### config.mk
export PLATFORM = sky130hd
export DESIGN_NAME = trivium_keystream_cipher_top
export DESIGN_NICKNAME = d
export VERILOG_FILES = /design/src/triv_pkg.sv /design/src/triv_cell.sv /design/src/triv_round.sv /design/src/trivium_keystream_cipher_top.sv
export SDC_FILE = /design/constraint.sdc
export NUM_CORES = 1
export LEC_CHECK = 0
export BUFFER_PORTS_ARGS = -buffer_cell sky130_fd_sc_hd__buf_2
export CORE_AREA = 2 2 219 221
export CTS_BUF_LIST = sky130_fd_sc_hd__clkbuf_2
export DETAILED_ROUTE_END_ITERATION = 8
export DIE_AREA = 0 0 221 223
export GPL_TIMING_DRIVEN = 0
export PLACE_DENSITY = 0.67
export SLEW_MARGIN = 0
export SYNTH_ARGS = -nofsm -noshare
export SYNTH_HDL_FRONTEND = slang
export SYNTH_HIERARCHICAL = 1
export SYNTH_SLANG_ARGS = --single-unit
### constraint.sdc
create_clock -name clk -period 7.7 [get_ports clk]
set_input_delay 1.155 -clock clk [delete_from_list [all_inputs] [get_ports clk]]
set_output_delay 1.155 -clock clk [all_outputs]
set_load 0.05 [all_outputs]
### src/triv_pkg.sv
// ----------------------------------------------------------------------------
// triv_pkg
// Shared types, constants and helpers for the Trivium keystream block.
// ----------------------------------------------------------------------------
package triv_pkg;

  // State geometry: 36 cells of 8 bits, 288 state bits in total
  localparam int unsigned CELL_W     = 8;
  localparam int unsigned NUM_CELLS  = 36;
  localparam int unsigned STATE_W    = CELL_W * NUM_CELLS;

  // Key / IV geometry
  localparam int unsigned KEY_W      = 80;
  localparam int unsigned IV_BASE    = 93;
  localparam int unsigned ONES_BASE  = 285;

  // Feedback injection points after the shift
  localparam int unsigned T1_POS     = 93;
  localparam int unsigned T2_POS     = 177;
  localparam int unsigned T1_CELL    = T1_POS / CELL_W;
  localparam int unsigned T2_CELL    = T2_POS / CELL_W;

  // Round counts
  localparam int unsigned INIT_ROUNDS      = 4 * 288;
  localparam int unsigned BITS_PER_REQUEST = 8;
  localparam int unsigned CNT_W            = $clog2(INIT_ROUNDS);

  // Request kinds carried on in_tuser
  typedef enum logic [1:0] {
    REQ_INIT = 2'd0,
    REQ_BYTE = 2'd1,
    REQ_ADV  = 2'd2
  } triv_req_t;

  // Configuration register indexes
  localparam logic CFG_KEY_LOW  = 1'b0;
  localparam logic CFG_KEY_HIGH = 1'b1;

  // Control sweep handed to every cell
  typedef struct packed {
    logic load;
    logic shift;
  } triv_cell_ctl_t;

  // Round feedback: keystream bit and the three new state bits
  typedef struct packed {
    logic z;
    logic t1;
    logic t2;
    logic t3;
  } triv_fb_t;

  // Control FSM, one-hot
  typedef enum logic [2:0] {
    ST_IDLE = 3'b001,
    ST_RUN  = 3'b010,
    ST_HOLD = 3'b100
  } triv_state_t;

  // State bit j takes value bit 79-j
  function automatic logic [KEY_W-1:0] rev80(input logic [KEY_W-1:0] v);
    logic [KEY_W-1:0] r;
    for (int j = 0; j < KEY_W; j++) begin
      r[j] = v[KEY_W-1-j];
    end
    return r;
  endfunction

  // Injection mask for one cell
  function automatic logic [CELL_W-1:0] inj_mask(input int unsigned idx);
    logic [CELL_W-1:0] m;
    m = '0;
    if (idx == T1_CELL) m[T1_POS % CELL_W] = 1'b1;
    if (idx == T2_CELL) m[T2_POS % CELL_W] = 1'b1;
    return m;
  endfunction

endpackage

### src/triv_cell.sv
// ----------------------------------------------------------------------------
// triv_cell
// One byte of the shift state: parallel load, shift by one with carry from
// the lower neighbor, and optional overwrite of one bit with feedback.
// ----------------------------------------------------------------------------
module triv_cell (
  input  logic                              clk,
  input  logic                              rst_n,
  input  triv_pkg::triv_cell_ctl_t          ctl,
  input  logic [triv_pkg::CELL_W-1:0]       load_val,
  input  logic                              carry_in,
  input  logic [triv_pkg::CELL_W-1:0]       mask,
  input  logic                              inj_bit,
  output logic [triv_pkg::CELL_W-1:0]       q
);

  logic [triv_pkg::CELL_W-1:0] q_r;
  logic [triv_pkg::CELL_W-1:0] shifted;

  // shift up, then drop the feedback bit in where the mask says
  assign shifted = ({q_r[triv_pkg::CELL_W-2:0], carry_in} & ~mask)
                 | (mask & {triv_pkg::CELL_W{inj_bit}});

  always_ff @(posedge clk) begin
    if (!rst_n) begin
      q_r <= '0;
    end else if (ctl.load) begin
      q_r <= load_val;
    end else if (ctl.shift) begin
      q_r <= shifted;
    end
  end

  assign q = q_r;

endmodule

### src/triv_round.sv
// ----------------------------------------------------------------------------
// triv_round
// Nonlinear feedback of one Trivium round taken from the full state.
// ----------------------------------------------------------------------------
module triv_round (
  input  logic [triv_pkg::STATE_W-1:0] s,
  output triv_pkg::triv_fb_t           fb
);

  logic a1, a2, a3;

  // linear parts also form the keystream bit
  assign a1 = s[65]  ^ s[92];
  assign a2 = s[161] ^ s[176];
  assign a3 = s[242] ^ s[287];

  assign fb.z  = a1 ^ a2 ^ a3;
  assign fb.t1 = a1 ^ (s[90]  & s[91])  ^ s[170];
  assign fb.t2 = a2 ^ (s[174] & s[175]) ^ s[263];
  assign fb.t3 = a3 ^ (s[285] & s[286]) ^ s[68];

endmodule

### src/trivium_keystream_cipher_top.sv
// Init runs all initialisation rounds; a byte result is registered from its
//   last round; advance runs one round. One round per cycle in the cell chain
//   while a request runs; a new item is taken only in idle, never in hold.
// A finished byte waits in the output register while the next item runs, or in hold.
// Reset (rst_n, synchronous): state, key and output valid cleared.
// ----------------------------------------------------------------------------
// trivium_keystream_cipher_top
// Trivium stream cipher, 80-bit key and IV, 288-bit state held in a chain
// of 36 byte cells that shift one bit per cycle while a request runs.
// ----------------------------------------------------------------------------
module trivium_keystream_cipher_top (
  input  logic        clk,
  input  logic        rst_n,
  // configuration
  input  logic        cfg_we,
  input  logic        cfg_addr,
  input  logic [63:0] cfg_wdata,
  // input stream
  input  logic        in_tvalid,
  output logic        in_tready,
  input  logic [87:0] in_tdata,   // iv_low[63:0], iv_high[79:64], data_in[87:80]
  input  logic [1:0]  in_tuser,   // req_type[1:0]
  // result stream
  output logic        out_tvalid,
  input  logic        out_tready,
  output logic [7:0]  out_tdata   // data_out[7:0]
);

  localparam int unsigned CW = triv_pkg::CELL_W;
  localparam int unsigned NC = triv_pkg::NUM_CELLS;
  localparam int unsigned SW = triv_pkg::STATE_W;
  localparam int unsigned KW = triv_pkg::KEY_W;

  logic [63:0]                 key_low_r;
  logic [15:0]                 key_high_r;
  triv_pkg::triv_state_t       state_r;
  logic [triv_pkg::CNT_W-1:0]  cnt_r;
  logic [triv_pkg::CNT_W-1:0]  last_r;
  logic                        is_byte_r;
  logic [7:0]                  din_r;
  logic [7:0]                  ks_r;
  logic [7:0]                  ks_nxt;
  logic                        out_valid_r;
  logic [7:0]                  out_data_r;

  logic [SW-1:0]               s;
  logic [SW-1:0]               ld_vec;
  triv_pkg::triv_fb_t          fb;
  triv_pkg::triv_cell_ctl_t    cell_ctl;
  logic                        in_acc;
  logic                        out_free;
  logic                        last_round;
  logic                        out_load;
  logic [7:0]                  out_ks;

  assign in_acc     = in_tvalid && in_tready;
  assign out_free   = !out_valid_r || out_tready;
  assign last_round = (cnt_r == last_r);
  assign in_tready  = (state_r == triv_pkg::ST_IDLE);
  assign out_tvalid = out_valid_r;
  assign out_tdata  = out_data_r;

  // key registers
  always_ff @(posedge clk) begin
    if (!rst_n) begin
      key_low_r  <= '0;
      key_high_r <= '0;
    end else if (cfg_we) begin
      unique case (cfg_addr)
        triv_pkg::CFG_KEY_LOW:  key_low_r  <= cfg_wdata;
        triv_pkg::CFG_KEY_HIGH: key_high_r <= cfg_wdata[15:0];
        default: ;
      endcase
    end
  end

  // init image: key, IV, three ones at the top
  always_comb begin
    ld_vec = '0;
    ld_vec[KW-1:0] = triv_pkg::rev80({key_high_r, key_low_r});
    ld_vec[triv_pkg::IV_BASE +: KW] = triv_pkg::rev80(in_tdata[79:0]);
    ld_vec[SW-1:triv_pkg::ONES_BASE] = '1;
  end

  // cell control
  always_comb begin
    cell_ctl.load  = in_acc && (in_tuser == triv_pkg::REQ_INIT);
    cell_ctl.shift = (state_r == triv_pkg::ST_RUN);
  end

  // chain of cells
  for (genvar i = 0; i < NC; i++) begin : g_cell
    logic cin;
    logic inj;
    if (i == 0) begin : g_first
      assign cin = fb.t3;
    end else begin : g_rest
      assign cin = s[CW*i-1];
    end
    if (i == triv_pkg::T1_CELL) begin : g_t1
      assign inj = fb.t1;
    end else if (i == triv_pkg::T2_CELL) begin : g_t2
      assign inj = fb.t2;
    end else begin : g_none
      assign inj = 1'b0;
    end
    triv_cell u_cell (
      .clk      (clk),
      .rst_n    (rst_n),
      .ctl      (cell_ctl),
      .load_val (ld_vec[CW*i +: CW]),
      .carry_in (cin),
      .mask     (triv_pkg::inj_mask(i)),
      .inj_bit  (inj),
      .q        (s[CW*i +: CW])
    );
  end

  triv_round u_round (
    .s  (s),
    .fb (fb)
  );

  // keystream byte with this round's bit folded in
  always_comb begin
    ks_nxt = ks_r;
    if (cnt_r < triv_pkg::CNT_W'(8)) begin
      ks_nxt = ks_r | (8'(fb.z) << cnt_r[2:0]);
    end
  end

  // a finished byte enters the output register from the last round or from hold
  assign out_load = out_free &&
                    ((state_r == triv_pkg::ST_RUN && last_round && is_byte_r) ||
                     state_r == triv_pkg::ST_HOLD);
  assign out_ks   = (state_r == triv_pkg::ST_HOLD) ? ks_r : ks_nxt;

  // output register
  always_ff @(posedge clk) begin
    if (!rst_n) begin
      out_valid_r <= 1'b0;
    end else if (out_load) begin
      out_valid_r <= 1'b1;
      out_data_r  <= din_r ^ out_ks;
    end else if (out_tready) begin
      out_valid_r <= 1'b0;
    end
  end

  // sequencer
  always_ff @(posedge clk) begin
    if (!rst_n) begin
      state_r     <= triv_pkg::ST_IDLE;
      cnt_r       <= '0;
      last_r      <= '0;
      is_byte_r   <= 1'b0;
    end else begin
      unique case (state_r)
        triv_pkg::ST_IDLE: begin
          if (in_acc) begin
            cnt_r <= '0;
            ks_r  <= '0;
            din_r <= in_tdata[87:80];
            case (in_tuser)
              triv_pkg::REQ_INIT: begin
                last_r    <= triv_pkg::CNT_W'(triv_pkg::INIT_ROUNDS - 1);
                is_byte_r <= 1'b0;
                state_r   <= triv_pkg::ST_RUN;
              end
              triv_pkg::REQ_BYTE: begin
                last_r    <= triv_pkg::CNT_W'(triv_pkg::BITS_PER_REQUEST - 1);
                is_byte_r <= 1'b1;
                state_r   <= triv_pkg::ST_RUN;
              end
              triv_pkg::REQ_ADV: begin
                last_r    <= '0;
                is_byte_r <= 1'b0;
                state_r   <= triv_pkg::ST_RUN;
              end
              default: ;  // unused code: dropped
            endcase
          end
        end
        triv_pkg::ST_RUN: begin
          cnt_r <= cnt_r + 1'b1;
          ks_r  <= ks_nxt;
          if (last_round) begin
            if (!is_byte_r || out_free) begin
              state_r <= triv_pkg::ST_IDLE;
            end else begin
              state_r <= triv_pkg::ST_HOLD;
            end
          end
        end
        triv_pkg::ST_HOLD: begin
          if (out_free) begin
            state_r <= triv_pkg::ST_IDLE;
          end
        end
        default: state_r <= triv_pkg::ST_IDLE;
      endcase
    end
  end

  // checks
  a_hold_has_out: assert property (@(posedge clk) disable iff (!rst_n)
    state_r == triv_pkg::ST_HOLD |-> out_valid_r)
    else $error("hold state without a pending word");

  a_out_from_run: assert property (@(posedge clk) disable iff (!rst_n)
    $rose(out_valid_r) |-> $past(state_r == triv_pkg::ST_RUN ||
                                 state_r == triv_pkg::ST_HOLD))
    else $error("result word appeared without a run");

  a_init_runs: assert property (@(posedge clk) disable iff (!rst_n)
    in_acc && in_tuser == triv_pkg::REQ_INIT |=> state_r == triv_pkg::ST_RUN &&
      cnt_r == '0)
    else $error("init did not start the round sequence");

  a_cnt_bound: assert property (@(posedge clk) disable iff (!rst_n)
    state_r == triv_pkg::ST_RUN |-> cnt_r <= last_r)
    else $error("round counter past its limit");

endmodule

**Word-level counts from Yosys, hierarchy flattened**

Cells that the tools add are included.

- Bitwise gates (word level): 20
- Div/mod/pow operators: 0
- Shift operators: 1
- Add/subtract/negate cells: 1
- Muxes and demuxes: 60
- Order comparisons: 1
- Eq/ne operators: 10
- Multipliers: 0
- Reduce and logical (&&, ||, !) cells: 28

Operator list:

| operator | number |
|---|---|
| 8-bit two-way mux | 45 |
| 11-bit case mux with 3 select lines | 1 |
| 11-bit case mux with 2 select lines | 1 |
| 8-bit case mux with 2 select lines | 1 |
| 3-bit two-way mux | 5 |
| 3-bit AND reduction | 4 |
| 11-bit by 1-bit adder with 11-bit output, second input constant | 1 |
| 11-bit == test | 1 |
| 11-bit by 4-bit less-than comparator with 1-bit output, second input constant | 1 |
| 11-bit two-way mux | 1 |
| 1-bit XOR | 11 |
| 5-bit two-way mux | 2 |
| 3-bit case mux with 3 select lines | 1 |
| 8-bit by 2-bit bitwise OR with 8-bit output | 1 |
| 8-bit by 6-bit bitwise OR with 8-bit output | 1 |
| 8-bit bitwise OR | 1 |
| 2-bit AND reduction | 4 |
| 2-bit nonzero test | 4 |
| 1-bit by 3-bit << shifter with 8-bit output | 1 |
| 8-bit XOR | 1 |
| 1-bit logical AND | 5 |
| 2-bit by 1-bit != test with 1-bit output, second input constant | 2 |
| 2-bit != test, second input constant | 2 |
| 4-bit AND reduction | 1 |
| 15 further kinds | 23 |

- Word-level logic and storage cells: 170
- Output and inout port bits: 10
- Latch bits: 0
- RAM bits: 0
- Register bits after elaboration: 419
- Memories kept: 0
- Bits in read-only memories: 0

**Depth between registers and ports, before layout**

- Depth in word-level cells: 8
- Gate-level depth with buffers: 6
- Depth with buffers taken out: 5

**By module**

The synthesis kept the hierarchy.

By module, submodules not included:

| module | times used | area each (um^2) | seq. area each (um^2) | cells an instance |
|---|---|---|---|---|
| triv_cell | 36 | 501.7 | 160.2 | 46 |
| trivium_keystream_cipher_top | 1 | 4,946.0 | 2,682.6 | 542 |
| triv_round | 1 | 146.4 | 0.0 | 10 |

**Least setup slack after synthesis**

No wires, ideal clock.

- Path kind: input to register
- Start: in in_tuser[0]
- End: reg g_cell[0].u_cell.q_r, in the netlist g_cell[0].u_cell/q[2]
- Stages on the path: 5
- Data required time: 7,554 ps
- Arrival time: 6,277 ps
- Path slack: 1,277 ps
- Path through: inv_1 ha_1 and3_1 nand3b_4 o221ai_1

RTL lines:

| item | line | source |
|---|---|---|
| start: declaration | trivium_keystream_cipher_top.sv:22 | `input logic [1:0] in_tuser,` |
| end signal: assignment | triv_cell.sv:28 | `q_r <= load_val;` |
| end signal: assignment | triv_cell.sv:30 | `q_r <= shifted;` |
| end: declaration | triv_cell.sv:17 | `logic [triv_pkg::CELL_W-1:0] q_r;` |

**Worst setup path after layout**

- Start: reg state_r[2]
- End: out in_tready

- Word-level cells in the longest chain between the ends: 1

Ends and longest elaborated chain:

| item | line | source |
|---|---|---|
| start: declaration | trivium_keystream_cipher_top.sv:36 | `triv_pkg::triv_state_t state_r;` |
| start signal: assignment | trivium_keystream_cipher_top.sv:153 | `state_r <= triv_pkg::ST_IDLE;` |
| start signal: assignment | trivium_keystream_cipher_top.sv:168 | `state_r <= triv_pkg::ST_RUN;` |
| start signal: assignment | trivium_keystream_cipher_top.sv:173 | `state_r <= triv_pkg::ST_RUN;` |
| 3-bit by 1-bit == test with 1-bit output | trivium_keystream_cipher_top.sv:59 | `assign in_tready = (state_r == triv_pkg::ST_IDLE);` |
| end: declaration | trivium_keystream_cipher_top.sv:20 | `output logic in_tready,` |

Every way passes these cells.

==> out/results.tsv <==
stage	metric	value	unit
clock_tree	postCtsSetupRepairBufs	0	
timing	worst_clock_skew	87.4	ps
timing	rsz0062_at_grt	no	
final_layout	synthToLayoutAreaGrowth	19.2	%
yosys	ys_warn_count	6	
global_route	grt-ovfl-total	0	
detailed_routing	drtIter0Drc	692	
critical_path	rr_startpoint	state_r[2]	
final_layout	seqCellArea	8450	µm²
critical_path	critPathMaxStageDelay	390	ps
yosys	synth.yosys.seq_area_share	36.5	%
clock_tree	clock_latency	1110	ps
global_route	grt_start_max_net_pins	93	
yosys	synth_top_area_share	33.4	%
final_layout	fin_nets	3109	
timing	setup_viol	0	
clock_tree	cts_inserted_buffers	113	
placement	portBuffers	169	
critical_path	critPathKind	register to primary output	
yosys	synth_top_family_by_area	simple AND/OR/NAND/NOR gates	
floorplanning	design.core.area	47100	µm²
timing	slew_headroom	45.5	%
floorplanning	num_rows	80	
final_layout	layout-drive-gt1-share	24.9	%
yosys	synth_top_area_cell	dfxtp_1	
power	p_per_area	161	nW/µm²
placement	gp_congestion	0.802	
yosys	yosys-top-cells-area	dfxtp_1 33%, mux2i_1 13%, o221ai_2 7.0%	
floorplanning	initial_utilization	49.1	%
detailed_routing	wire_per_inst	13.3	µm
yosys	syn_inst	2208	
worst_hold_path	hold_path_class	primary input to register	
timing	period_needed	3320	ps
critical_path	path_max_fanout	7	
final_layout	utilization	58.6	%
clock_tree	cts_root_buf	clkbuf_2	
yosys	synth_mux_area_share	12.5	%
global_route	antenna_found_initial	13	
critical_path	worstSetupEndpointType	primary output	
yosys	synth_xor_area_share	0.924	%
clock_tree	htreeDepth	3	
clock_tree	hold_buffers	0	
yosys	async_flop_share	0	%
floorplanning	die_h	223	µm
floorplanning	die_w	221	µm
power	power.leakage	11.7	nW
yosys	synth_compound_area_share	17.7	%
floorplanning	dieArea	49300	µm²
detailed_routing	remaining_drc_errors	0	
yosys	synth_common_cells	386 x dfxtp_1, 300 x nand3_1, 290 x mux2i_1	
worst_hold_path	holdCritStartpoint	in_tdata[82]	
final_layout	multiInputGateArea	14900	µm²
detailed_routing	postRouteAntennaNets	0	
power	ir_drop	0.0985	mV
final_layout	finalInstanceArea	27600	µm²
yosys	ys_ff_latch	410	
timing	fmax	301	MHz
critical_path	cp_num_buf_inv	1	
yosys	synthSimpleGateAreaFrac	25.4	%
clock_tree	cts.sinks	410	
critical_path	crit_path_top_delay_cell	dfxtp_1	
timing	worst_pin_slew	818	ps
critical_path	crit_path_start_kind	register	
clock_tree	cts_tree	yes	
global_route	first_global_vias	18200	
power	p_total	4.46	mW
timing	hold_viol_final	0	
critical_path	r2r_setup_slack	5010	ps
placement	hpwl	33.1	mm
timing	fin_crit_sh	43.2	%
global_route	grt_pass1_wl	83.8	mm
critical_path	cp_data_arrival_time	2170	ps
clock_tree	path_clk_slew	110	ps
detailed_routing	vias	18000	
final_layout	fill_cells	4230	
critical_path	crit_family	flip-flops	
detailed_routing	via_per_inst	4.94	
placement	placedInstanceArea	26600	µm²
detailed_routing	routed_wl	48.5	mm
clock_tree	post_cts_resized	0	
yosys	synth_area_per_cell	10.5	µm²
timing	whs	214	ps
floorplanning	ios	170	
critical_path	critPathRequiredTime	6550	ps
flow_run	cap_violations	0	
yosys	ys_dominant_reg_cell	dfxtp_1	
yosys	synth-edff-count	24	
critical_path	startpoint	state_r[2]	
global_route	gr-usage-all-layers	19.8	%
yosys	synthAdderAreaFrac	0.216	%
yosys	synthesis.area	23200	µm²
detailed_routing	first_pass_iters	5	
critical_path	crit_chain	nor3b_4 > buf_2	
timing	finalMaxSlewViolations	0	
clock_tree	clockBufferDepth	3	
run_status	status	finished clean	
yosys	synth_cell_type_count	57	
yosys	synth.most_common_cell	dfxtp_1	
[through the flow]
| step | worst slack [ps] | TNS [ps] | cells |
|---|---|---|---|
| floorplan | 1280 | 0 | 2656 |
| global placement | -2650 | -745890 | 3440 |
| CTS | 4200 | 0 | 3637 |
| finish | 4380 | 0 | 3649 |
| global route | 4130 | 0 | 3646 |
| detailed placement | 4100 | 0 | 3445 |
[sequential cells by signal, indices dropped and copies added, names as in the netlist, 2 cells and up]
signal           count
cnt_r               11
din_r                8
g_cell.u_cell/q    288
key_high_r          16
key_low_r           64
ks_r                 8
last_r               2
out_tdata            8
state_r              3
[power by group]
group | internal, mW | leakage [nW] | switching [mW] | total, mW
logic | 0.311 | 7.63 | 0.345 | 0.656
clock network | 0.609 | 0.752 | 0.918 | 1.53
registers | 2.22 | 3.36 | 0.0517 | 2.27
total | 3.14 | 11.7 | 1.31 | 4.46
[layer usage]
metal	vias up	GRT usage (%)	part of all wire (%)
met5	-	0	0.12
met4	8	6.37	2.4
met3	116	5.78	5.0
met2	271	34.0	48
met1	8244	23.8	44
li1	9385	-	-
[final cells by class]
class | count | area share, %
Antenna cell | 12 | 0.109
Buffer | 175 | 5.48
Clock buffer | 167 | 3.03
Clock inverter | 25 | 0.503
Inverter | 7 | 0.113
Multi-Input combinational cell | 2064 | 53.8
Sequential cell | 410 | 30.6
Tap cell | 615 | 2.79
Timing Repair Buffer | 174 | 3.57
[logic make-up (layout without fill, tap and decap cells)]
kind of cell / after synthesis / in the layout
and+or+nand+nor: 889 / 889
AOI/OAI and AO/OA: 415 / 415
other: 2 / 462
adders and majority gates: 4 / 4
xor gates and xnor gates: 16 / 16
muxes: 290 / 290
DFF: 410 / 410
buffers and inverters: 182 / 548
[final timing paths]
| path | endpoint | cells past startpoint |
|---|---|---|
| worst max-delay path | in_tready | 2 |
| worst min-delay path | din_r[2] | 1 |
| worst max register to register | g_cell[27].u_cell/q[7] | 6 |
| worst min register to register | key_high_r[6] | 2 |
[worst reg2reg max path: stages, from the launching register on]
cell	delay, ps
dfxtp_1	390
nor3b_4	340
and3_4	630
buf_16	330
buf_16	350
nand3b_4	310
o221ai_1	150
[placed cells by master (no fill, tap or decap), drive strengths merged, types with 5 or more instances in the layout]
master / Yosys / routed
edfxtp: 24 / 24
nand3: 300 / 300
o21ai: 6 / 6
o221ai: 288 / 288
a21oi: 16 / 16
dfxtp: 386 / 386
and3: 6 / 6
clkbuf: 61 / 228
clkinv: 1 / 23
xnor2: 11 / 11
a21boi: 82 / 82
nor2: 16 / 16
inv: 6 / 7
nand3b: 37 / 37
a31oi: 7 / 7
diode: 0 / 12
nor2b: 5 / 5
nor3b: 7 / 7
conb: 2 / 450
mux2i: 290 / 290
nand2b: 327 / 327
buf: 114 / 288
nand2: 174 / 174
Note: power is estimated with default switching activity, not from simulation.
